## src/hdl/abrp_pkg.sv

```systemverilog
// Shared types and constants for the audio block ring playback design.
// No dependencies; imported by every module of the block except abrp_ram.
package abrp_pkg;

    localparam int ACT_W      = 2;
    localparam int FIDX_W     = 8;
    localparam int SMP_W      = 16;
    localparam int CNT_W      = 7;
    localparam int QCNT_W     = 5;
    localparam int UND_W      = 32;
    localparam int CFG_FPB_W  = 9;
    localparam int CFG_BLK_W  = 5;
    localparam int CFG_IDX_W  = 2;
    localparam int CFG_DATA_W = 9;

    localparam int CFG_FPB_MAX = (1 << CFG_FPB_W) - 1;
    localparam int CFG_BLK_MAX = (1 << CFG_BLK_W) - 1;

    localparam logic [CNT_W-1:0]     PULL_LIMIT = 7'd64;
    localparam logic [CFG_FPB_W-1:0] FPB_RESET  = 9'd128;
    localparam logic [CFG_BLK_W-1:0] BLK_RESET  = 5'd16;

    typedef enum logic [ACT_W-1:0] {
        ACT_ACQUIRE = 2'd0,
        ACT_WRITE   = 2'd1,
        ACT_COMMIT  = 2'd2,
        ACT_PULL    = 2'd3
    } action_t;

    typedef enum logic [CFG_IDX_W-1:0] {
        CFG_FRAMES_PER_BLOCK = 2'd0,
        CFG_BLOCKS_IN_USE    = 2'd1
    } cfg_reg_t;

    typedef enum logic [1:0] {
        ST_CLEAR,
        ST_IDLE,
        ST_DECODE,
        ST_FRAMES
    } state_t;

    typedef struct packed {
        logic clear_wr;
        logic latch;
        logic exec_op;
        logic exec_frame;
    } ctrl_cmd_t;

    typedef struct packed {
        logic clear_last;
        logic is_pull;
        logic pull_zero;
        logic frame_last;
        logic issue_ok;
    } dp_status_t;

endpackage

```

## src/hdl/abrp_dpath.sv

```systemverilog
// Ring datapath: config registers, ring pointers, underrun counter,
// result pending stage and output register. Depends on abrp_pkg; drives abrp_ram.
module abrp_dpath import abrp_pkg::*; #(
    parameter int MAX_RING_BLOCKS  = 16,
    parameter int MAX_BLOCK_FRAMES = 256,
    localparam int DEPTH  = MAX_RING_BLOCKS * MAX_BLOCK_FRAMES,
    localparam int ADDR_W = (DEPTH > 1) ? $clog2(DEPTH) : 1
) (
    input  logic                     clk,
    input  logic                     rst_n,
    input  ctrl_cmd_t                cmd,
    output dp_status_t               status,
    input  logic                     cfg_valid,
    input  logic [CFG_IDX_W-1:0]     cfg_index,
    input  logic [CFG_DATA_W-1:0]    cfg_data,
    input  logic [ACT_W-1:0]         action,
    input  logic [FIDX_W-1:0]        frame_index,
    input  logic signed [SMP_W-1:0]  left_in,
    input  logic signed [SMP_W-1:0]  right_in,
    input  logic [CNT_W-1:0]         pull_count,
    input  logic                     out_stall,
    output logic                     out_valid,
    output logic signed [SMP_W-1:0]  left_out,
    output logic signed [SMP_W-1:0]  right_out,
    output logic                     last,
    output logic                     ok,
    output logic [QCNT_W-1:0]        queued_blocks,
    output logic                     has_space,
    output logic [UND_W-1:0]         underrun_count,
    output logic                     ram_we,
    output logic                     ram_re,
    output logic [ADDR_W-1:0]        ram_addr,
    output logic [2*SMP_W-1:0]       ram_wdata,
    input  logic [2*SMP_W-1:0]       ram_rdata
);

    localparam int FMAX  = (MAX_BLOCK_FRAMES < CFG_FPB_MAX) ? MAX_BLOCK_FRAMES : CFG_FPB_MAX;
    localparam int BMAX  = (MAX_RING_BLOCKS < CFG_BLK_MAX) ? MAX_RING_BLOCKS : CFG_BLK_MAX;
    localparam int OFF_W = (FMAX > 1) ? $clog2(FMAX) : 1;
    localparam int FPB_W = $clog2(FMAX + 1);
    localparam int BLK_W = (BMAX > 1) ? $clog2(BMAX) : 1;
    localparam int NW    = (BLK_W + 1 > CFG_BLK_W) ? BLK_W + 1 : CFG_BLK_W;
    localparam int CW    = (FPB_W > CNT_W) ? FPB_W : CNT_W;
    localparam int IW    = (FPB_W > FIDX_W) ? FPB_W : FIDX_W;

    function automatic logic [BLK_W-1:0] next_blk(input logic [BLK_W-1:0] b,
                                                  input logic [CFG_BLK_W-1:0] n);
        logic [NW-1:0] s;
        s = NW'(b) + NW'(1);
        next_blk = (s >= NW'(n)) ? '0 : BLK_W'(s);
    endfunction

    function automatic logic [ADDR_W-1:0] store_addr(input logic [BLK_W-1:0] b,
                                                     input logic [IW-1:0] f);
        store_addr = ADDR_W'(b) * ADDR_W'(MAX_BLOCK_FRAMES) + ADDR_W'(f);
    endfunction

    // control state
    logic [CFG_FPB_W-1:0] fpb_cfg_reg;
    logic [CFG_BLK_W-1:0] blk_cfg_reg;
    logic [BLK_W-1:0]     wb_reg, wb_next;
    logic [BLK_W-1:0]     rb_reg, rb_next;
    logic [QCNT_W-1:0]    q_reg, q_next;
    logic [OFF_W-1:0]     off_reg, off_next;
    logic                 claimed_reg, claimed_next;
    logic                 ever_reg, ever_next;
    logic [UND_W-1:0]     und_reg, und_next;
    logic [ADDR_W-1:0]    clr_reg, clr_next;
    logic [CNT_W-1:0]     k_reg, k_next;
    logic [CNT_W-1:0]     sil_reg, sil_next;
    logic                 p_valid_reg, p_valid_next;
    logic                 o_valid_reg, o_valid_next;

    // item and result payload
    action_t              act_reg;
    logic [FIDX_W-1:0]    fidx_reg;
    logic [2*SMP_W-1:0]   smp_reg;
    logic [CNT_W-1:0]     cnt_reg;
    logic                 p_play_reg, p_last_reg, p_ok_reg, p_space_reg;
    logic [QCNT_W-1:0]    p_q_reg;
    logic [UND_W-1:0]     p_und_reg;
    logic signed [SMP_W-1:0] o_left_reg, o_right_reg;
    logic                 o_last_reg, o_ok_reg, o_space_reg;
    logic [QCNT_W-1:0]    o_q_reg;
    logic [UND_W-1:0]     o_und_reg;

    logic [FPB_W-1:0]     fpb_eff;
    logic [CFG_BLK_W-1:0] blk_eff;
    logic                 fr_pre, fr_play, fr_rel, frame_last;
    logic [QCNT_W-1:0]    q1;
    logic [OFF_W-1:0]     off1;
    logic [BLK_W-1:0]     rb1;
    logic [FPB_W-1:0]     off_inc;
    logic [CNT_W-1:0]     rem, sil_start;
    logic [UND_W-1:0]     und_inc;
    logic                 ok_next;
    logic                 exec;
    logic                 o_take, p_move;

    always_comb
    begin
        if (fpb_cfg_reg == '0)
        begin
            fpb_eff = FPB_W'(1);
        end
        else if (fpb_cfg_reg > CFG_FPB_W'(FMAX))
        begin
            fpb_eff = FPB_W'(FMAX);
        end
        else
        begin
            fpb_eff = FPB_W'(fpb_cfg_reg);
        end
        if (blk_cfg_reg == '0)
        begin
            blk_eff = CFG_BLK_W'(1);
        end
        else if (blk_cfg_reg > CFG_BLK_W'(BMAX))
        begin
            blk_eff = CFG_BLK_W'(BMAX);
        end
        else
        begin
            blk_eff = blk_cfg_reg;
        end
    end

    // one frame step: release a stale block, then play or go silent
    assign fr_pre     = (q_reg != '0) && (FPB_W'(off_reg) >= fpb_eff);
    assign q1         = fr_pre ? q_reg - QCNT_W'(1) : q_reg;
    assign off1       = fr_pre ? '0 : off_reg;
    assign rb1        = fr_pre ? next_blk(rb_reg, blk_eff) : rb_reg;
    assign fr_play    = (sil_reg == '0) && (q1 != '0);
    assign off_inc    = FPB_W'(off1) + FPB_W'(1);
    assign fr_rel     = off_inc >= fpb_eff;
    assign rem        = cnt_reg - k_reg;
    assign sil_start  = (CW'(rem) < CW'(fpb_eff)) ? rem : CNT_W'(fpb_eff);
    assign und_inc    = (ever_reg && (und_reg != '1)) ? und_reg + UND_W'(1) : und_reg;
    assign frame_last = (k_reg + CNT_W'(1)) == cnt_reg;

    assign exec   = cmd.exec_op || cmd.exec_frame;
    assign o_take = !o_valid_reg || !out_stall;
    assign p_move = p_valid_reg && o_take;

    always_comb
    begin
        wb_next      = wb_reg;
        rb_next      = rb_reg;
        q_next       = q_reg;
        off_next     = off_reg;
        claimed_next = claimed_reg;
        ever_next    = ever_reg;
        und_next     = und_reg;
        clr_next     = clr_reg;
        k_next       = k_reg;
        sil_next     = sil_reg;
        ok_next      = 1'b0;
        ram_we       = 1'b0;
        ram_re       = 1'b0;
        ram_addr     = store_addr(wb_reg, IW'(fidx_reg));
        ram_wdata    = smp_reg;

        if (cmd.clear_wr)
        begin
            ram_we    = 1'b1;
            ram_addr  = clr_reg;
            ram_wdata = '0;
            clr_next  = clr_reg + ADDR_W'(1);
        end

        if (cmd.latch)
        begin
            k_next   = '0;
            sil_next = '0;
        end

        if (cmd.exec_op)
        begin
            case (act_reg)
                ACT_ACQUIRE:
                begin
                    if (!claimed_reg && (q_reg < blk_eff))
                    begin
                        claimed_next = 1'b1;
                        ok_next      = 1'b1;
                    end
                end
                ACT_WRITE:
                begin
                    if (claimed_reg && (IW'(fidx_reg) < IW'(fpb_eff)))
                    begin
                        ram_we  = 1'b1;
                        ok_next = 1'b1;
                    end
                end
                ACT_COMMIT:
                begin
                    if (claimed_reg)
                    begin
                        wb_next      = next_blk(wb_reg, blk_eff);
                        q_next       = q_reg + QCNT_W'(1);
                        ever_next    = 1'b1;
                        claimed_next = 1'b0;
                        ok_next      = 1'b1;
                    end
                end
                ACT_PULL:
                begin
                    ok_next = 1'b1;
                end
                default:
                begin
                    ok_next = 1'b0;
                end
            endcase
        end

        if (cmd.exec_frame)
        begin
            ok_next  = 1'b1;
            k_next   = k_reg + CNT_W'(1);
            q_next   = q1;
            off_next = off1;
            rb_next  = rb1;
            if (fr_play)
            begin
                ram_re   = 1'b1;
                ram_addr = store_addr(rb1, IW'(off1));
                if (fr_rel)
                begin
                    off_next = '0;
                    rb_next  = next_blk(rb1, blk_eff);
                    q_next   = q1 - QCNT_W'(1);
                end
                else
                begin
                    off_next = OFF_W'(off_inc);
                end
            end
            else if (sil_reg == '0)
            begin
                sil_next = sil_start - CNT_W'(1);
                und_next = und_inc;
            end
            else
            begin
                sil_next = sil_reg - CNT_W'(1);
            end
        end

        p_valid_next = exec ? 1'b1 : (p_move ? 1'b0 : p_valid_reg);
        o_valid_next = p_move ? 1'b1 : (o_take ? 1'b0 : o_valid_reg);
    end

    always_ff @(posedge clk or negedge rst_n)
    begin
        if (!rst_n)
        begin
            fpb_cfg_reg <= FPB_RESET;
            blk_cfg_reg <= BLK_RESET;
            wb_reg      <= '0;
            rb_reg      <= '0;
            q_reg       <= '0;
            off_reg     <= '0;
            claimed_reg <= 1'b0;
            ever_reg    <= 1'b0;
            und_reg     <= '0;
            clr_reg     <= '0;
            k_reg       <= '0;
            sil_reg     <= '0;
            p_valid_reg <= 1'b0;
            o_valid_reg <= 1'b0;
        end
        else
        begin
            if (cfg_valid && (cfg_index == CFG_FRAMES_PER_BLOCK))
            begin
                fpb_cfg_reg <= cfg_data;
            end
            if (cfg_valid && (cfg_index == CFG_BLOCKS_IN_USE))
            begin
                blk_cfg_reg <= cfg_data[CFG_BLK_W-1:0];
            end
            wb_reg      <= wb_next;
            rb_reg      <= rb_next;
            q_reg       <= q_next;
            off_reg     <= off_next;
            claimed_reg <= claimed_next;
            ever_reg    <= ever_next;
            und_reg     <= und_next;
            clr_reg     <= clr_next;
            k_reg       <= k_next;
            sil_reg     <= sil_next;
            p_valid_reg <= p_valid_next;
            o_valid_reg <= o_valid_next;
        end
    end

    always_ff @(posedge clk)
    begin
        if (cmd.latch)
        begin
            act_reg  <= action_t'(action);
            fidx_reg <= frame_index;
            smp_reg  <= {right_in, left_in};
            cnt_reg  <= (pull_count > PULL_LIMIT) ? PULL_LIMIT : pull_count;
        end
        if (exec)
        begin
            p_play_reg  <= cmd.exec_frame && fr_play;
            p_last_reg  <= cmd.exec_op || frame_last;
            p_ok_reg    <= ok_next;
            p_q_reg     <= q_next;
            p_space_reg <= q_next < blk_eff;
            p_und_reg   <= und_next;
        end
        if (p_move)
        begin
            o_left_reg  <= p_play_reg ? ram_rdata[SMP_W-1:0] : '0;
            o_right_reg <= p_play_reg ? ram_rdata[2*SMP_W-1:SMP_W] : '0;
            o_last_reg  <= p_last_reg;
            o_ok_reg    <= p_ok_reg;
            o_q_reg     <= p_q_reg;
            o_space_reg <= p_space_reg;
            o_und_reg   <= p_und_reg;
        end
    end

    assign status.clear_last = clr_reg == ADDR_W'(DEPTH - 1);
    assign status.is_pull    = act_reg == ACT_PULL;
    assign status.pull_zero  = cnt_reg == '0;
    assign status.frame_last = frame_last;
    assign status.issue_ok   = !p_valid_reg || o_take;

    assign out_valid      = o_valid_reg;
    assign left_out       = o_left_reg;
    assign right_out      = o_right_reg;
    assign last           = o_last_reg;
    assign ok             = o_ok_reg;
    assign queued_blocks  = o_q_reg;
    assign has_space      = o_space_reg;
    assign underrun_count = o_und_reg;

endmodule

```

## config.mk

```make
export PLATFORM = sky130hd
export DESIGN_NAME = abrp_dpath
export DESIGN_NICKNAME = d
export VERILOG_FILES = /design/src/hdl/abrp_pkg.sv /design/src/hdl/abrp_dpath.sv
export SDC_FILE = /design/constraint.sdc
export NUM_CORES = 1
export LEC_CHECK = 0
export BUFFER_PORTS_ARGS = -buffer_cell sky130_fd_sc_hd__buf_2
export CELL_PAD_IN_SITES_DETAIL_PLACEMENT = 0
export CELL_PAD_IN_SITES_GLOBAL_PLACEMENT = 2
export CORE_UTILIZATION = 25
export CTS_CLUSTER_DIAMETER = 60
export CTS_CLUSTER_SIZE = 25
export DETAILED_ROUTE_END_ITERATION = 12
export PLACE_DENSITY = 0.56
export SKIP_CTS_REPAIR_TIMING = 1
export SLEW_MARGIN = 25
export SYNTH_ARGS = -nofsm -noshare
export SYNTH_HDL_FRONTEND = slang
export SYNTH_SLANG_ARGS = --single-unit
```

## constraint.sdc

```tcl
create_clock -name clk -period 17.8 [get_ports clk]
set_input_delay 2.67 -clock clk [delete_from_list [all_inputs] [get_ports clk]]
set_output_delay 2.67 -clock clk [all_outputs]
set_load 0.005 [all_outputs]
```

-- Word level (Yosys, flattened, before mapping)
Cells that the tools add are included.
- equality and inequality tests: 8
- $lt $le $gt $ge: 12
- reductions and logical operators: 31
- add/sub/neg operators: 15
- muxes and demuxes: 52
- operators by type and width (cell ; number):
    two-way mux 32 bit ; 5
    two-way mux 7 bit ; 7
    two-way mux 5 bit ; 9
    two-way mux 12 bit ; 3
    adder 32 x 1 -> 32 bit, second input constant ; 1
    inequality test 32 bit, second input constant ; 1
    adder 12 x 8 -> 12 bit ; 2
    two-way mux 4 bit ; 6
    two-way mux 8 bit ; 3
    two-way mux 9 bit ; 2
    adder 4 x 1 -> 5 bit, second input constant ; 3
    >= comparator 5 bit ; 3
    two-way mux 1 bit ; 15
    logical NOT 7 bit ; 2
    subtractor 7 x 1 -> 7 bit, second input constant ; 2
    adder 12 x 1 -> 12 bit, second input constant ; 1
    == test 12 bit, second input constant ; 1
    less-than comparator 5 bit ; 2
    nonzero test 5 bit ; 2
    subtractor 5 x 1 -> 5 bit, second input constant ; 2
    adder 8 x 1 -> 9 bit, second input constant ; 1
    >= comparator 8 x 9 -> 1 bit ; 1
    >= comparator 9 bit ; 1
    greater-than comparator 9 bit, second input constant ; 1
    21 further kinds ; 42
- output and inout port bits: 124
- input bits: 100
- flip-flop bits (word level): 259
- word-level logic and storage cells: 149

-- Depth between registers and ports, before layout
- word-level depth: 12
- depth in mapped cells: 33
- gate-level depth less buffers: 30

-- Worst setup path before layout
OpenSTA, ideal clock, no wires.
- path kind: input to register
- start point: in out_stall
- end point: reg o_space_reg (netlist: has_space), enable pin
- setup time: 0.612 ns
- path buffers: 0
- data arrival time: 7.883 ns
- stages: 1
- required time: 17.188 ns
- setup slack: 9.305 ns
- cells stage by stage: a21boi_0
- word-level cells in the longest chain between the ends: 3
- RTL lines (element ; line ; text):
    start: declaration ; abrp_dpath.sv:21 ; input logic out_stall,
    logical NOT 1 bit ; abrp_dpath.sv:142 ; assign o_take = !o_valid_reg || !out_stall;
    logical OR 1 bit ; abrp_dpath.sv:142 ;
    logical AND 1 bit ; abrp_dpath.sv:143 ; assign p_move = p_valid_reg && o_take;
    end signal: assignment ; abrp_dpath.sv:324 ; o_space_reg <= p_space_reg;
    end: declaration ; abrp_dpath.sv:83 ; logic o_last_reg, o_ok_reg, o_space_reg;
No other way between the ends.
A chain may end at the register's enable or synchronous reset.

-- Final worst setup path
- start point: reg fpb_cfg_reg[8]
- end point: out ram_addr[1]
- word-level cells in the longest chain between the ends: 10
- elaborated cells between the ends (all ways): 13
- those cells by class: add/sub (1); order compare (2); mux (6); reduce/logical (4)
- RTL lines (element ; line ; text):
    start: declaration ; abrp_dpath.sv:59 ; logic [CFG_FPB_W-1:0] fpb_cfg_reg;
    start signal: assignment ; abrp_dpath.sv:278 ; fpb_cfg_reg <= cfg_data;
    greater-than comparator 9 bit ; abrp_dpath.sv:106 ; else if (fpb_cfg_reg > CFG_FPB_W'(FMAX))
    two-way mux 9 bit ; abrp_dpath.sv:106 ;
    two-way mux 9 bit (*) ; abrp_dpath.sv:102 ; if (fpb_cfg_reg == '0)
    >= comparator 8 x 9 -> 1 bit (*) ; abrp_dpath.sv:129 ; assign fr_pre = (q_reg != '0) && (FPB_W'(off_reg) >= fpb_eff);
    logical AND 1 bit (*) ; abrp_dpath.sv:129 ;
    branches (longest 3 deep; another with adder 12 x 8 -> 12 bit) ; -- ;
    two-way mux 12 bit (*) ; abrp_dpath.sv:225 ; if (fr_play)
    two-way mux 12 bit (*) ; abrp_dpath.sv:218 ; if (cmd.exec_frame)
    end: declaration ; abrp_dpath.sv:32 ; output logic [ADDR_W-1:0] ram_addr,
Every way passes the cells marked *.

==> impl_metrics.ini <==
[floorplan]
num_rows = 81
coreArea_um2 = 49300
ios = 224
die-area_um2 = 51100
die_h_um = 226
die_w_um = 226
start_util_pct = 25.5

[route]
drt_iter0_markers = 341
vias = 8597
drc_errors = 0
viasPerCell = 4.42
drt_wl_total_mm = 32.2
drtPass1Iterations = 4
drtAntennaViolNets = 0
wl_per_cell_um = 16.6

[worst_setup_path]
worstSetupStartpoint = fpb_cfg_reg[8]$_DFFE_PN0P_
worstSetupEndpointType = output pin
crit_fanout = 16
setup.worst_path.class = flip-flop to output pin
cp.required_ns = 15.13
slowest_delay_ns = 0.51
path_cells = inv_1 > nand2_1 > ha_1 > nor2b_1 > o2111ai_1 > a31oi_4 > o22a_1 > mux2i_1 > ha_1 > nand2_1 > a221o_1 > nand3_1 > inv_1 > o21ai_0 > buf_2
start_kind = flip-flop
crit_slowest_cell = nand3_1
critPathArrivalTime_ns = 5.45
r2r_start = fpb_cfg_reg[8]$_DFFE_PN0P_

[clock_tree]
htreeDepth = 1
clock_latency_ns = 0.57
clk_pin_slew_ns = 0.06
cts-root-buf = clkbuf_16
cts_made_buffers = 30
cts_tree = yes
cts_sinks = 259
cts_buffer_depth = 3

[sta]
setup_slack_ns = 9.68
whs_ns = 0.420
slew_headroom_pct = 35.4
fmax_mhz = 123
rsz0062_at_grt = no
drv_slew = 0
period_minus_slack_ns = 8.12
skew_ns = 0.0179
setup-violations-final = 0
final.period_utilization_pct = 45.6
finalHoldViolations = 0
worst_pin_slew_ns = 0.958
tns_ns = 0

[placement]
pre_cts_ws_ns = 10.30
placed_cell_area_um2 = 14400
dp_hpwl_mm = 23.6
dp.cells = 1891
gp_congestion = 0.779
portBuffers = 223

[synthesis]
ys.warnings.count = 0
synth_seq_cells = 259
synth-edff-count = 162
synth-main-ff-cell = edfxtp_1
synth-seq-area-share_pct = 58.2
synthCells = 1027
async_flop_share_pct = 37.5
avgSynthCellArea_um2 = 12.2
syn_area_um2 = 12500
ys_types = 73
syn_nets = 1198

[layout]
seqCellArea_um2 = 7290
final_util_pct = 31.5
drive_gt1_share_pct = 26.0
nets = 1430
stdcell_count = 1947
area.growth.synth_to_final_pct = 23.6
final_cell_area_um2 = 15500
n_antenna_cell = 0
fillers = 5125
multi_input_area_um2 = 4980

[global_route]
grt_pass1_vias = 8796
overflow = 0
grt_max_degree = 63
grt_pass1_wl_mm = 50.3
antenna_found_initial = 0
grt_usage_pct = 12.7

[pwr]
p_switching_uw = 673
seqPwrFrac_pct = 40.6
pwr-share-clk_pct = 32.4
combPwrFrac_pct = 27.0
intPower_mw = 1.32
max-vdd-ir-drop_uv = 68.4
powerDensity_nw_per_um2 = 129
total_power_mw = 2.00
leakage_nw = 6.61
switching_share_pct = 33.7

[flow_run]
drv_cap = 0

[min_path]
worstHoldStart = p_und_reg[29]$_DFFE_PP_
hp-class = flip-flop to flip-flop

[run_status]
outcome = completed
## cells in the final DEF, fill, tap and decap left out, types with 6 or more instances in the layout
| cell | Yosys | routed |
|---|---|---|
| a22o_1 | 11 | 11 |
| nand2b_1 | 14 | 14 |
| nor2_1 | 54 | 54 |
| a31o_2 | 6 | 6 |
| buf_2 | 2 | 222 |
| xnor2_1 | 40 | 40 |
| nor4_1 | 15 | 15 |
| or2_2 | 7 | 6 |
| nand4_1 | 16 | 16 |
| nand2_1 | 66 | 66 |
| a21o_1 | 11 | 11 |
| nor2b_1 | 45 | 45 |
| nand3_1 | 38 | 38 |
| o21ai_0 | 31 | 31 |
| o31ai_1 | 9 | 9 |
| a21oi_1 | 27 | 27 |
| and3_1 | 10 | 10 |
| edfxtp_1 | 162 | 162 |
| o21a_1 | 8 | 8 |
| mux2i_1 | 11 | 11 |
| xor2_1 | 38 | 38 |
| nor3_1 | 29 | 29 |
| clkbuf_16 | 0 | 31 |
| dfrtp_1 | 95 | 95 |
| ha_1 | 70 | 70 |
| and2_1 | 42 | 42 |
| buf_4 | 2 | 9 |
| o211ai_1 | 9 | 9 |
| inv_1 | 39 | 39 |
| mux2_2 | 22 | 22 |
## worst max-delay path, delay by kind of cell, from the launching register on
family,cells,cell delay (ns)
DFF,1,0.46
AOI/OAI and AO/OA,5,1.57
buffers and inverters,3,0.91
adders and majority gates,2,0.59
muxes,1,0.33
and+or+nand+nor,4,1.01
## layer usage
layer / share of wire (%) / track usage [%] / up-vias
li1: - / - / 4236
met1: 47 / 16.9 / 4123
met2: 46 / 20.8 / 198
met3: 5.1 / 2.71 / 40
met4: 2.0 / 3.25 / 0
met5: 0 / 0 / -
## worst paths after layout
path | endpoint | slack (ns) | depth (start not counted)
worst min register to register | underrun_count[29]$_DFFE_PP_ | 0.42 | 0
min in group asynchronous | und_reg[20]$_DFF_PN0_ | 2.10 | 1
worst min-delay path | underrun_count[29]$_DFFE_PP_ | 0.42 | 0
worst max register to register | p_space_reg$_DFFE_PP_ | 10.48 | 29
worst max-delay path | ram_addr[1] | 9.68 | 15
max in group asynchronous | fpb_cfg_reg[8]$_DFFE_PN0P_ | 14.43 | 2
## synth_stat cells (8+ instances only)
cell	n	share of area [%]
o211ai_1	9	0.54
o21ai_0	31	1.2
nor2b_1	45	2.2
ha_1	70	7.0
and3_1	10	0.50
a22o_1	11	0.77
nand2b_1	14	0.70
xnor2_1	40	2.8
dfrtp_1	95	19
o31ai_1	9	0.54
a21o_1	11	0.66
clkbuf_1	24	0.72
mux2_2	22	2.0
o21a_1	8	0.48
xor2_1	38	2.7
nor3_1	29	1.2
nand4_1	16	0.80
nand3_1	38	1.5
and2_1	42	2.1
nand2_1	66	2.0
inv_1	39	1.2
edfxtp_1	162	39
a21oi_1	27	1.1
mux2i_1	11	0.88
nor2_1	54	1.6
nor4_1	15	0.75
## layout make-up
type                            instances  share of cell area [%]
Clock buffer                           35                    5.25
Clock inverter                         21                    1.69
Inverter                               39                   0.944
Multi-Input combinational cell        698                    32.1
Sequential cell                       259                    47.0
Tap cell                              664                    5.36
Timing Repair Buffer                  231                    7.60
## power by group through the flow
stage / clock network (mW) / registers (mW) / logic, mW
final: 0.647 / 0.811 / 0.539
after global routing: 0.695 / 0.824 / 0.620
after CTS: 0.674 / 0.813 / 0.548
after detailed placement: 0 / 0.825 / 0.545
after global placement: 0 / 0.826 / 0.547
after floorplan: 0 / 0.789 / 0.382
## cells by family (layout without fill, tap and decap cells)
| group | count (synthesis) | after routing | share of synthesized area, % |
|---|---|---|---|
| compound gates | 155 | 155 | 8.71 |
| buf+inv | 70 | 326 | 2.23 |
| fa+ha+maj | 71 | 71 | 7.14 |
| simple gates | 361 | 361 | 15.4 |
| xor+xnor | 78 | 78 | 5.45 |
| mux | 33 | 33 | 2.85 |
| flops | 259 | 259 | 58.2 |
Power figures use the tool's default switching activity.
