<file path="config.mk">
export PLATFORM = sky130hd
export DESIGN_NAME = abrp_ctrl
export DESIGN_NICKNAME = d
export VERILOG_FILES = /design/src/hdl/abrp_pkg.sv /design/src/hdl/abrp_ctrl.sv
export SDC_FILE = /design/constraint.sdc
export NUM_CORES = 1
export LEC_CHECK = 0
export ABC_CLOCK_PERIOD_IN_PS = 4000
export BUFFER_PORTS_ARGS = -buffer_cell sky130_fd_sc_hd__buf_2
export CAP_MARGIN = 20
export CORE_AREA = 8 8 45 47
export CTS_BUF_LIST = sky130_fd_sc_hd__clkbuf_4
export CTS_CLUSTER_DIAMETER = 200
export CTS_CLUSTER_SIZE = 24
export DETAILED_ROUTE_END_ITERATION = 12
export DIE_AREA = 0 0 53 55
export MAX_ROUTING_LAYER = met4
export SYNTH_ARGS = -nofsm -noshare
export SYNTH_HDL_FRONTEND = slang
export SYNTH_SLANG_ARGS = --single-unit
export TNS_END_PERCENT = 5
</file>
<file path="constraint.sdc">
create_clock -name clk -period 4 [get_ports clk]
set_input_delay 0.2 -clock clk [delete_from_list [all_inputs] [get_ports clk]]
set_output_delay 0.2 -clock clk [all_outputs]
set_load 0.01 [all_outputs]
</file>
<file path="src/hdl/abrp_pkg.sv">
// Shared types and constants for the audio block ring playback design.
// No dependencies; imported by every module of the block except abrp_ram.
package abrp_pkg;

    localparam int ACT_W      = 2;
    localparam int FIDX_W     = 8;
    localparam int SMP_W      = 16;
    localparam int CNT_W      = 7;
    localparam int QCNT_W     = 5;
    localparam int UND_W      = 32;
    localparam int CFG_FPB_W  = 9;
    localparam int CFG_BLK_W  = 5;
    localparam int CFG_IDX_W  = 2;
    localparam int CFG_DATA_W = 9;

    localparam int CFG_FPB_MAX = (1 << CFG_FPB_W) - 1;
    localparam int CFG_BLK_MAX = (1 << CFG_BLK_W) - 1;

    localparam logic [CNT_W-1:0]     PULL_LIMIT = 7'd64;
    localparam logic [CFG_FPB_W-1:0] FPB_RESET  = 9'd128;
    localparam logic [CFG_BLK_W-1:0] BLK_RESET  = 5'd16;

    typedef enum logic [ACT_W-1:0] {
        ACT_ACQUIRE = 2'd0,
        ACT_WRITE   = 2'd1,
        ACT_COMMIT  = 2'd2,
        ACT_PULL    = 2'd3
    } action_t;

    typedef enum logic [CFG_IDX_W-1:0] {
        CFG_FRAMES_PER_BLOCK = 2'd0,
        CFG_BLOCKS_IN_USE    = 2'd1
    } cfg_reg_t;

    typedef enum logic [1:0] {
        ST_CLEAR,
        ST_IDLE,
        ST_DECODE,
        ST_FRAMES
    } state_t;

    typedef struct packed {
        logic clear_wr;
        logic latch;
        logic exec_op;
        logic exec_frame;
    } ctrl_cmd_t;

    typedef struct packed {
        logic clear_last;
        logic is_pull;
        logic pull_zero;
        logic frame_last;
        logic issue_ok;
    } dp_status_t;

endpackage

</file>
<file path="src/hdl/abrp_ctrl.sv">
// Sequencer for the ring: clearing pass, item intake, single ops and frame steps.
// Depends on abrp_pkg.
module abrp_ctrl import abrp_pkg::*; (
    input  logic       clk,
    input  logic       rst_n,
    input  logic       in_valid,
    input  dp_status_t status,
    output logic       in_stall,
    output ctrl_cmd_t  cmd
);

    state_t state_reg;
    state_t state_next;

    always_ff @(posedge clk or negedge rst_n)
    begin
        if (!rst_n)
        begin
            state_reg <= ST_CLEAR;
        end
        else
        begin
            state_reg <= state_next;
        end
    end

    always_comb
    begin
        state_next = state_reg;
        case (state_reg)
            ST_CLEAR:
            begin
                if (status.clear_last)
                begin
                    state_next = ST_IDLE;
                end
            end
            ST_IDLE:
            begin
                if (in_valid)
                begin
                    state_next = ST_DECODE;
                end
            end
            ST_DECODE:
            begin
                if (status.is_pull && !status.pull_zero)
                begin
                    state_next = ST_FRAMES;
                end
                else if (status.issue_ok)
                begin
                    state_next = ST_IDLE;
                end
            end
            ST_FRAMES:
            begin
                if (status.issue_ok && status.frame_last)
                begin
                    state_next = ST_IDLE;
                end
            end
            default:
            begin
                state_next = ST_IDLE;
            end
        endcase
    end

    always_comb
    begin
        cmd      = '0;
        in_stall = 1'b1;
        case (state_reg)
            ST_CLEAR:
            begin
                cmd.clear_wr = 1'b1;
            end
            ST_IDLE:
            begin
                in_stall  = 1'b0;
                cmd.latch = in_valid;
            end
            ST_DECODE:
            begin
                cmd.exec_op = status.issue_ok && !(status.is_pull && !status.pull_zero);
            end
            ST_FRAMES:
            begin
                cmd.exec_frame = status.issue_ok;
            end
            default:
            begin
                cmd = '0;
            end
        endcase
    end

endmodule

</file>
Yosys cells after proc, flatten, opt, wreduce, memory -nomap -nowiden
Cells that the tools add are included.
Storage, ports and cells
  flip-flop bits (word level): 2
  input port bits: 8
  output and inout bits: 5
Cells by class
  equality and inequality tests: 7
  mux-type cells: 11
  reduce and logical (&&, ||, !) cells: 7
Operators with widths (count)
  $mux W2: 5
  $pmux W2 S4: 1
  $ne A2 B2 Y1 const B: 3
  $mux W1: 5
  $eq A2 B2 Y1 const B: 2
  $reduce_and A4 Y1: 1
  $logic_and A1 B1 Y1: 3
  $ne A3 B3 Y1 const B: 1
  $eq A2 B1 Y1 const B: 1
  $logic_not A1 Y1: 2
  $logic_not A2 Y1: 1

Logic depth before layout (Yosys ltp)
Gate-level depths: netlist of run 1.
  depth after elaboration: 5
  mapped depth: 6
  depth with buffers taken out: 6

Least setup slack after synthesis of run 1
Ideal clock, no wire load.
  path type: flip-flop to flip-flop
  from: reg state_reg[0]
  to: reg state_reg[0]
  setup time: 0.130 ns
  data arrival time: 1.228 ns
  data required time: 3.870 ns
  path slack: 2.642 ns
  stages on the path, launching flop included: 6
  cell sequence: dfrtp_1 > inv_1 > ha_1 > a222oi_1 > o21ai_1 > mux2i_1
On the way
  word-level cells in the longest chain between the ends: 3
  elaborated cells on any way between the ends: 10
  classes of those cells: eq/ne: 7; mux: 1; reduce/logical: 2
Ends and longest elaborated chain
  start: declaration: RTL line abrp_ctrl.sv:12  | state_t state_reg;
  start signal: assignment: RTL line abrp_ctrl.sv:23  | state_reg <= state_next;
  $eq A2 B2 Y1 (tied with other cells): RTL line abrp_ctrl.sv:30  | case (state_reg)
  $ne A3 B3 Y1 (no line) or $ne A2 B2 Y1 (tied branches)
  $reduce_and A4 Y1 (no line)
Parallel ways exist; a longest one is shown, timed or not.
A chain may end at the register's enable or synchronous reset.

Worst setup path after layout of run 1
  from: reg state_reg[1]
  to: reg state_reg[0]
Same word-level chain as after synthesis.

==> results of run 1 <==
[worst max-delay path, stage by stage, from the launching register on]
cell and delay, ns:
dfrtp_1 0.36, inv_1 0.08, ha_1 0.23, a222oi_1 0.32, o21ai_1 0.17, mux2i_1 0.15
[placed cells by master (no fill, tap or decap), drive strengths merged]
cell type,instances
a222oi,1
dlygate4sd3,1
mux2i,2
nand2b,1
nor2,2
buf,12
and3,1
nand2,2
o21ai,2
inv,6
and2,1
ha,4
dfrtp,2
clkbuf,3
[power groups by stage]
stage | registers (mW) | logic [mW] | clock network, mW
6_report | 0.0374 | 0.108 | 0.0449
5_1_grt | 0.0386 | 0.125 | 0.0531
4_1_cts | 0.0374 | 0.109 | 0.0485
3_5_place_dp | 0.0377 | 0.108 | 0
3_3_place_gp | 0.0371 | 0.106 | 0
2_1_floorplan | 0.0364 | 0.0749 | 0
[routing by layer]
layer | up-vias | track usage [%] | share of wire, %
li1 | 108 | - | -
met1 | 82 | 4.10 | 37
met2 | 13 | 4.88 | 39
met3 | 0 | 2.41 | 24
met4 | 0 | 6.47 | 0
met5 | - | - | 0
[cell families (layout without fill, tap and decap cells)]
logic type | after synthesis | after routing
and+or+nand+nor | 7 | 7
buffers and inverters | 6 | 22
adders and majority gates | 4 | 4
AOI/OAI and AO/OA | 3 | 3
muxes | 2 | 2
DFF | 2 | 2
[worst paths after layout]
path	to	slack, ns	depth (start not counted)
worst max register to register	state_reg[0]	2.55	5
max in group asynchronous	state_reg[1]	3.62	2
worst max-delay path	state_reg[0]	2.55	5
worst min-delay path	state_reg[0]	0.29	2
min in group clk	state_reg[1]	0.38	3
worst min register to register	state_reg[0]	0.62	2
[stage by stage]
step | cell area, µm² | utilization [%]
6_report | 309 | 22.3
5_1_grt | 309 | 22.3
2_1_floorplan | 196 | -
3_5_place_dp | 277 | 20.0
4_1_cts | 309 | 22.3
3_3_place_gp | 277 | 20.0
[final cells by class]
class,count,area share [%]
clock buffers,3,7.29
inverters,6,7.29
multi-input cells,16,40.1
flip-flops and latches,2,16.2
well taps,16,6.48
repair buffers,13,22.7
[timing repair]
| action | CTS | global route |
|---|---|---|
| hold buffers | 1 | 0 |
| gates resized for setup | 0 | 0 |
| hold endpoints to repair | 2 | 0 |
| setup buffers | 0 | 0 |
==> reports/results.ini, run 1 <==
[clocking]
cts_tree=done
cts_max_level=1
clock_path_buffers=2
clk_pin_slew_ns=0.03
cts-root-buf=clkbuf_4
cts_buffers=3
clk_latency_ns=0.22
clock-sinks=2

[synthesis]
yosysUniqueCellTypes=12
yosys.area.top_type_share_pct=25.5
synth_simple_gate_area_share_pct=17.2
yosysMostFrequentCell=inv_1
muxShareOfSynthArea_pct=10.2
netlist_instances=24
synthArstFlopShare_pct=100
netlist_top_cells_area=dfrtp_1, ha_1, inv_1
synth_compound_area_share_pct=10.2
ys.flop_type=dfrtp_1
ys_top_cells_by_count=inv_1, ha_1
synth_top_family_by_area=adder cells
synth_fa_ha_area_share_pct=25.5
synth_area_um2=196
synthXorXnorAreaFrac_pct=0
yosysWarnings=0
ys_seq_elements=2
synth_nets=36
synth_edf_count=0
ys_seq_area_share_pct=25.5
synth.avg_cell_area_um2=8.18
synth_top_area_cell=dfrtp_1

[final_layout]
diodes=0
ff_latch_area_um2=50.0
multi_input_area_um2=124
layoutNonFillerInstCount=56
layout-drive-gt1-share_pct=37.5
largest_register_ffs=2
synthToLayoutAreaGrowth_pct=57.3
fill_cells=155
nets=54

[pwr]
ir_drop_mv=0.237
intPower_uw=112
p_sw_share_pct=41.1
powerDensity_mw_per_mm2=615
power.share.clock_pct=23.6
p_leak_nw=0.183
combPwrFrac_pct=56.7
power_switching_uw=78.1
p_seq_share_pct=19.7
power_uw=190

[sta]
setup_viol=0
fmax_mhz=690
worst_slack_ns=2.55
hold_viol=0
relSlewSlack_pct=81.5
hold_slack_ns=0.287
tightest_slew_ns=0.278
period_share_pct=36.2
final_max_slew_viol_count=0
rsz0062_at_grt=false
clock_skew_ns=0.00000253
min_period_ns=1.45
setup_tns_ns=0

[routing]
drt_first_pass_iters=4
drt_iter0_drc=6
routedWlPerCell_um=9.27
avgViaCountPerCell=3.63
vias=203
remaining_drc_errors=0
wirelength_um=519
antenna_left=0

[worst_setup_path]
r2r_start=state_reg[1]
cp.arrival_ns=1.54
crit_path_start=state_reg[1]
setup.worst_path.start_class=register
worstSetupPathType=register to register
critPathMaxFanout=4
required_ns=4.09
worstSetupEndpointType=register

[die]
initial_core_util_pct=14.2
core_area_mm2=0.00138
fp.dieW_um=53
die_area_mm2=0.00292
die_h_um=55
rows=14
io_pins=13

[place]
pre_cts_ws_ns=2.56
dpl.hpwl_um=430
place_congestion=0.720
port_buffers=12
place_inst=52

[status]
outcome=finished, final reports clean

[worst_hold_path]
min_path_type=primary input to async pin

[global_routing]
grt_first_pass_wirelength_um=821
globalRouteOverflowTotal=0
grt_pass1_vias=219
antenna_found_initial=0
grt_max_degree=5
grt_use_total_pct=4.28

[flow_run]
drv_cap=0

Power figures use the tool's default switching activity.
==> inputs of run 2 (changes only) <==
--- a/config.mk
+++ b/config.mk
@@ -5,7 +5,8 @@
 export SDC_FILE = /design/constraint.sdc
 export NUM_CORES = 1
 export LEC_CHECK = 0
-export ABC_CLOCK_PERIOD_IN_PS = 4000
+export ABC_AREA = 1
+export ABC_CLOCK_PERIOD_IN_PS = 1200
 export BUFFER_PORTS_ARGS = -buffer_cell sky130_fd_sc_hd__buf_2
 export CAP_MARGIN = 20
 export CORE_AREA = 8 8 45 47
==> constraint.sdc (replaced) <==
create_clock -name clk -period 1.2 [get_ports clk]
set_input_delay 0.06 -clock clk [delete_from_list [all_inputs] [get_ports clk]]
set_output_delay 0.06 -clock clk [all_outputs]
set_load 0.01 [all_outputs]
==> run 2 against run 1 <==
Effect of this change:
- the flow now finishes with violations (negative setup slack)
- critical path depth grew 3
- fmax is 20% higher
- combinational power grew to 4.7 times the previous value
- die area is the same
- final cell count rose by 32%
- design area is 32% higher
- via count up 37%
- setup slack lost 2.6 ns
- power grew to 4.1 times the previous value
- global-route usage grew 0.68 points
- non-clock buffer count up 1
- sequential power grew to 3.4 times the previous value
- critical endpoint is now state_reg[1]
==> reports/results.ini, run 2 <==
[status]
violations=negative setup slack
outcome=finished with violations

[global_routing]
grt_max_degree=5  ; unchanged
antenna_found_initial=0  ; unchanged
grt_use_total_pct=4.95  ; +0.68 points
grt_pass1_vias=294  ; +34%
grt_first_pass_wirelength_mm=1.06  ; +29%
globalRouteOverflowTotal=0  ; unchanged

[final_layout]
layout_commonest_cell=buf_2
final_cell_area_um2=409  ; +32%
layoutNonFillerInstCount=74  ; +32%
fill_cells=155  ; unchanged
diodes=0  ; unchanged
largest_register_ffs=2  ; unchanged
synthToLayoutAreaGrowth_pct=52.1
mostFrequentLayoutCells=buf_2, nand2_1, inv_1
layout-drive-gt1-share_pct=48.3  ; +11 points
utilization_pct=29.6  ; +7.2 points
nets=72  ; +33%

[synthesis]
yosysMostFrequentCell=nand2_1
ys_seq_area_share_pct=18.6  ; -6.9 points
yosysWarnings=0  ; unchanged
yosys.area.top_type_share_pct=18.6  ; -6.9 points
synth.avg_cell_area_um2=6.56  ; -20%
synth_area_um2=269  ; +37%
netlist_top_cells_area=dfrtp_1, ha_1, nand2_1
synth_top_area_cell=dfrtp_1
synth_edf_count=0  ; unchanged
ys_top_cells_by_count=nand2_1, inv_1, ha_1
synth_nets=53  ; +47%
netlist_instances=41  ; +71%
ys_seq_elements=2  ; unchanged
synthArstFlopShare_pct=100  ; unchanged
ys.flop_type=dfrtp_1
yosysUniqueCellTypes=12  ; unchanged

[sta]
fmax_mhz=830  ; +20%
hold_viol=0  ; unchanged
worst_slack_ns=-0.00479  ; -2.56 ns
relSlewSlack_pct=89.3  ; +7.8 points
period_share_pct=100  ; +64 points
tightest_slew_ns=0.161  ; -0.117 ns
clock_skew_ns=0.00616  ; +0.00616 ns
setup_tns_ns=-0.00547  ; -0.00547 ns
rsz0062_at_grt=true
final_max_slew_viol_count=0  ; unchanged
setup_viol=2  ; +2
min_period_ns=1.20  ; -0.243 ns

[clocking]
cts-root-buf=clkbuf_4
clk_pin_slew_ns=0.03  ; about the same
cts_buffers=3  ; unchanged
cts_tree=done
clk_latency_ns=0.22  ; about the same
clock-sinks=2  ; unchanged
cts_max_level=1  ; unchanged
clock_path_buffers=2  ; unchanged

[worst_setup_path]
setup.worst_path.start_class=register
r2r_start=state_reg[0]
cp.arrival_ns=1.31  ; -0.23 ns
worstSetupEndpointType=register
critPathMaxFanout=4  ; unchanged
crit_path_start=state_reg[0]
worstSetupPathType=register to register
required_ns=1.30  ; -2.79 ns

[die]
initial_core_util_pct=19.4  ; +5.2 points
die_area_mm2=0.00292  ; unchanged
die_h_um=55  ; unchanged
fp.dieW_um=53  ; unchanged
io_pins=13  ; unchanged
rows=14  ; unchanged
core_area_mm2=0.00138  ; unchanged

[routing]
wirelength_um=626  ; +21%
drt_iter0_drc=0  ; -6
routedWlPerCell_um=8.46  ; -8.7%
antenna_left=0  ; unchanged
remaining_drc_errors=0  ; unchanged
drt_first_pass_iters=1  ; -3
avgViaCountPerCell=3.77  ; +4.0%
vias=279  ; +37%

[place]
place_inst=69  ; +33%
port_buffers=12  ; unchanged
place_area_um2=349  ; +26%
place_congestion=0.785  ; +9.0%
dpl.hpwl_um=521  ; +21%

[pwr]
power_uw=783  ; +310%
ir_drop_mv=0.851  ; +260%
p_sw_share_pct=44.5  ; +3.4 points
p_seq_share_pct=16.5  ; -3.2 points
power_switching_uw=349  ; +350%
p_leak_nw=0.254  ; +39%
powerDensity_mw_per_mm2=1910  ; +210%
intPower_uw=435  ; +290%
power.share.clock_pct=18.8  ; -4.8 points
combPwrFrac_pct=64.7  ; +8.0 points

[flow_run]
drv_cap=0  ; unchanged

[worst_hold_path]
min_path_type=primary input to async pin

-- run 2: path summary, 6_finish.rpt --
path | end | slack, ns | cells past startpoint
worst min-delay path | state_reg[0] | 0.15 | 2
worst max register to register | state_reg[1] | -0.005 | 8
max in group asynchronous | state_reg[1] | 0.94 | 2
min in group clk | state_reg[1] | 0.23 | 6
worst max-delay path | state_reg[1] | -0.005 | 8
worst min register to register | state_reg[0] | 0.56 | 2
-- run 2: layout make-up --
| cell class | count | area (µm²) | share of cell area [%] |
|---|---|---|---|
| well taps | 16 | 20.0 | 4.89 |
| flip-flops and latches | 2 | 50.0 | 12.2 |
| multi-input cells | 28 | 198 | 48.3 |
| inverters | 11 | 41.3 | 10.1 |
| clock buffers | 3 | 22.5 | 5.50 |
| repair buffers | 14 | 77.6 | 19.0 |
-- run 2: power groups by stage --
stage / sequential (mW) / combinational (mW) / clock (mW)
after floorplan: 0.123 / 0.337 / 0
after global placement: 0.126 / 0.460 / 0
after detailed placement: 0.130 / 0.460 / 0
after CTS: 0.129 / 0.515 / 0.156
after global routing: 0.136 / 0.577 / 0.163
final: 0.129 / 0.507 / 0.147
-- run 2: through the flow --
| step | hold WS (ns) | setup WS (ns) |
|---|---|---|
| global route | 0.155 | -0.109 |
| CTS | 0.142 | -0.0128 |
| floorplan | -0.236 | 0.00589 |
| global placement | -0.155 | -0.0217 |
| detailed placement | -0.153 | -0.0339 |
| finish | 0.155 | -0.00479 |
-- run 2: kinds of logic after synthesis --
group | share of synthesized area (%)
flip-flops | 18.6
AND/OR/NAND/NOR | 42.8
AO/OA/AOI/OAI | 4.65
buffers and inverters | 15.3
adder cells (fa/ha/maj) | 18.6
-- run 2: critical path, stage by stage, from the launching register on --
cell and delay, ns:
dfrtp_1 0.40, inv_2 0.08, ha_2 0.20, nand2_4 0.07, nand2_1 0.05, nor2_2 0.11
nand2_2 0.07, nand2_1 0.05, nand2_1 0.05
-- run 2: timing repair --
item | in CTS | in global routing
setup buffers | 1 | 0
hold endpoints to repair | 2 | 0
setup endpoints to repair | 5 | 7
gates resized for setup | 5 | 1
hold buffers | 1 | 0
-- run 2: layer usage --
metal	vias up	wire, µm	track usage [%]
li1	155	-	-
met3	0	31	1.60
met1	119	235	4.10
met5	-	0	-
met4	0	0	2.59
met2	5	359	9.57
==> inputs of run 3 (changes only) <==
--- a/config.mk
+++ b/config.mk
@@ -6,7 +6,7 @@
 export NUM_CORES = 1
 export LEC_CHECK = 0
 export ABC_AREA = 1
-export ABC_CLOCK_PERIOD_IN_PS = 1200
+export ABC_CLOCK_PERIOD_IN_PS = 1000
 export BUFFER_PORTS_ARGS = -buffer_cell sky130_fd_sc_hd__buf_2
 export CAP_MARGIN = 20
 export CORE_AREA = 8 8 45 47
==> constraint.sdc (replaced) <==
create_clock -name clk -period 1 [get_ports clk]
set_input_delay 0.05 -clock clk [delete_from_list [all_inputs] [get_ports clk]]
set_output_delay 0.05 -clock clk [all_outputs]
set_load 0.01 [all_outputs]
==> run 3 against run 2 <==
Effect of this change:
- the flow still finishes with violations (negative setup slack)
- setup slack worse by 0.20 ns
- via count rose by 8.6%
- sequential power is 41% higher
- worst hold slack got worse by 0.013 ns
- die area unchanged
- fmax down 0.36%
- clock skew shrank 0.0059 ns
- register-to-register slack lost 0.20 ns
- non-clock buffer count grew 2
- largest cell class unchanged
==> reports/results.ini, run 3 (synthesis gave the netlist of run 2 again) <==
[routing]
routedWlPerCell_um=9.53  ; +13%
remaining_drc_errors=0  ; unchanged
vias=303  ; +8.6%
drt_iter0_drc=4  ; +4
wirelength_um=724  ; +16%
drt_first_pass_iters=3  ; +2
avgViaCountPerCell=3.99  ; +5.7%
antenna_left=0  ; unchanged

[worst_setup_path]
critPathMaxFanout=4  ; unchanged
cp.arrival_ns=1.31  ; about the same
worstSetupEndpointType=register
regToRegSetupSlack_ns=-0.21  ; -0.20 ns
required_ns=1.10  ; -0.20 ns
setup.worst_path.start_class=register
worstSetupPathType=register to register
r2r_cells=7  ; -1

[sta]
period_share_pct=121  ; +21 points
setup_viol=7  ; +5
hold_viol=0  ; unchanged
tightest_slew_ns=0.149  ; -0.0121 ns
fmax_mhz=827  ; -0.36%
relSlewSlack_pct=90.0  ; +0.72 points
final_max_slew_viol_count=0  ; unchanged
clock_skew_ns=0.000302  ; -0.00586 ns
min_period_ns=1.21  ; +0.00435 ns
worst_slack_ns=-0.209  ; -0.204 ns
rsz0062_at_grt=true

[pwr]
power_mw=1.19  ; +51%
ir_drop_mv=1.16  ; +36%
p_leak_nw=0.268  ; +5.6%
powerDensity_mw_per_mm2=2510  ; +31%

[flow_run]
drv_cap=0  ; unchanged

[clocking]
clk_latency_ns=0.22  ; about the same
clk_pin_slew_ns=0.03  ; about the same
cts_buffers=3  ; unchanged
cts_max_level=1  ; unchanged
clock-sinks=2  ; unchanged
clock_path_buffers=2  ; unchanged
cts_tree=done
cts-root-buf=clkbuf_4

[die]
die_area_mm2=0.00292  ; unchanged
initial_core_util_pct=19.4  ; unchanged
fp.dieW_um=53  ; unchanged
rows=14  ; unchanged
die_h_um=55  ; unchanged
core_area_mm2=0.00138  ; unchanged
io_pins=13  ; unchanged

[place]
place_congestion=0.753  ; -4.2%
port_buffers=12  ; unchanged
dpl.hpwl_um=545  ; +4.6%

[global_routing]
grt_use_total_pct=5.75  ; +0.79 points
use_met1_pct=4.57  ; +0.46 points
grt_first_pass_wirelength_mm=1.19  ; +12%
use_met3_pct=2.67  ; +1.1 points
top_usage_layer=met2
antenna_found_initial=0  ; unchanged
globalRouteOverflowTotal=0  ; unchanged
use_met2_pct=9.96  ; +0.39 points
grt_pass1_vias=320  ; +8.8%
grt_max_degree=5  ; unchanged

[status]
outcome=finished with violations
violations=negative setup slack

[final_layout]
synthToLayoutAreaGrowth_pct=75.8
layout_commonest_cell=buf_2
fill_cells=148  ; -4.5%
utilization_pct=34.2  ; +4.6 points
mostFrequentLayoutCells=buf_2, nand2_1, inv_1
nets=74  ; +2.8%
largest_register_ffs=2  ; unchanged
diodes=0  ; unchanged
layout-drive-gt1-share_pct=61.7  ; +13 points

[worst_hold_path]
min_path_type=primary input to async pin

[run 3: changes by cell type in the layout (fill, tap and decap cells not counted), sizes merged]
cell and delta:
buf +2
[run 3: path summary, 6_finish.rpt]
check                        startpoint            to
max                        state_reg[0]  state_reg[0]
min                               rst_n  state_reg[0]
max reg2reg                state_reg[0]  state_reg[0]
min reg2reg                state_reg[0]  state_reg[0]
max in group asynchronous         rst_n  state_reg[0]
min in group clk              status[2]  state_reg[1]
[run 3: stage by stage]
| stage | setup slack (ns) | setup TNS [ns] | instance area [µm²] | cells | hold slack, ns |
|---|---|---|---|---|---|
| floorplan | -0.106 | -0.209 | 284 | 41 | -0.246 |
| global placement | -0.195 | -0.466 | 372 | 70 | -0.164 |
| detailed placement | -0.200 | -0.477 | 372 | 70 | -0.163 |
| CTS | -0.236 | -1.39 | 455 | 76 | 0.132 |
| global route | -0.281 | -1.67 | 473 | 76 | 0.140 |
| finish | -0.209 | -1.21 | 473 | 76 | 0.142 |
[run 3: final cells by class]
class / instances / area (µm²) / share of cell area [%]
inverter: 11 / 43.8 / 9.26
tap: 16 / 20.0 / 4.23
timing repair buffer: 16 / 98.8 / 20.9
sequential: 2 / 51.3 / 10.8
multi-input combinational: 28 / 236 / 50.0
clock buffer: 3 / 22.5 / 4.76
[run 3: worst max-delay path, cell delays in order (launching register included)]
cell and delay, ns:
dfrtp_2 0.45, ha_4 0.19, nand2_2 0.10, nand2_4 0.06
nor2_4 0.11, nand2_2 0.06, nand2_1 0.06, nand2_1 0.06
[run 3: metal layers]
| metal | vias to the layer above | wire (µm) |
|---|---|---|
| met5 | - | 0 |
| met4 | 0 | 0 |
| met3 | 0 | 50 |
| met2 | 6 | 426 |
| met1 | 134 | 247 |
| li1 | 163 | - |
[run 3: power by group]
part	internal [mW]	switching (mW)	total [mW]	leakage (nW)
combinational	0.409	0.419	0.827	0.230
clock	0.132	0.0446	0.177	0.0138
sequential	0.123	0.0590	0.182	0.0239
total	0.664	0.522	1.19	0.268
[run 3: what timing repair did]
| item | 4_1_cts | 5_1_grt |
|---|---|---|
| setup buffers | 2 | 0 |
| resized for setup | 7 | 7 |
| hold endpoints to repair | 2 | 0 |
| endpoints found under the setup margin | 7 | 7 |
| hold buffers | 1 | 0 |
| pin swaps | 4 | 1 |
| cloned | 0 | 0 |
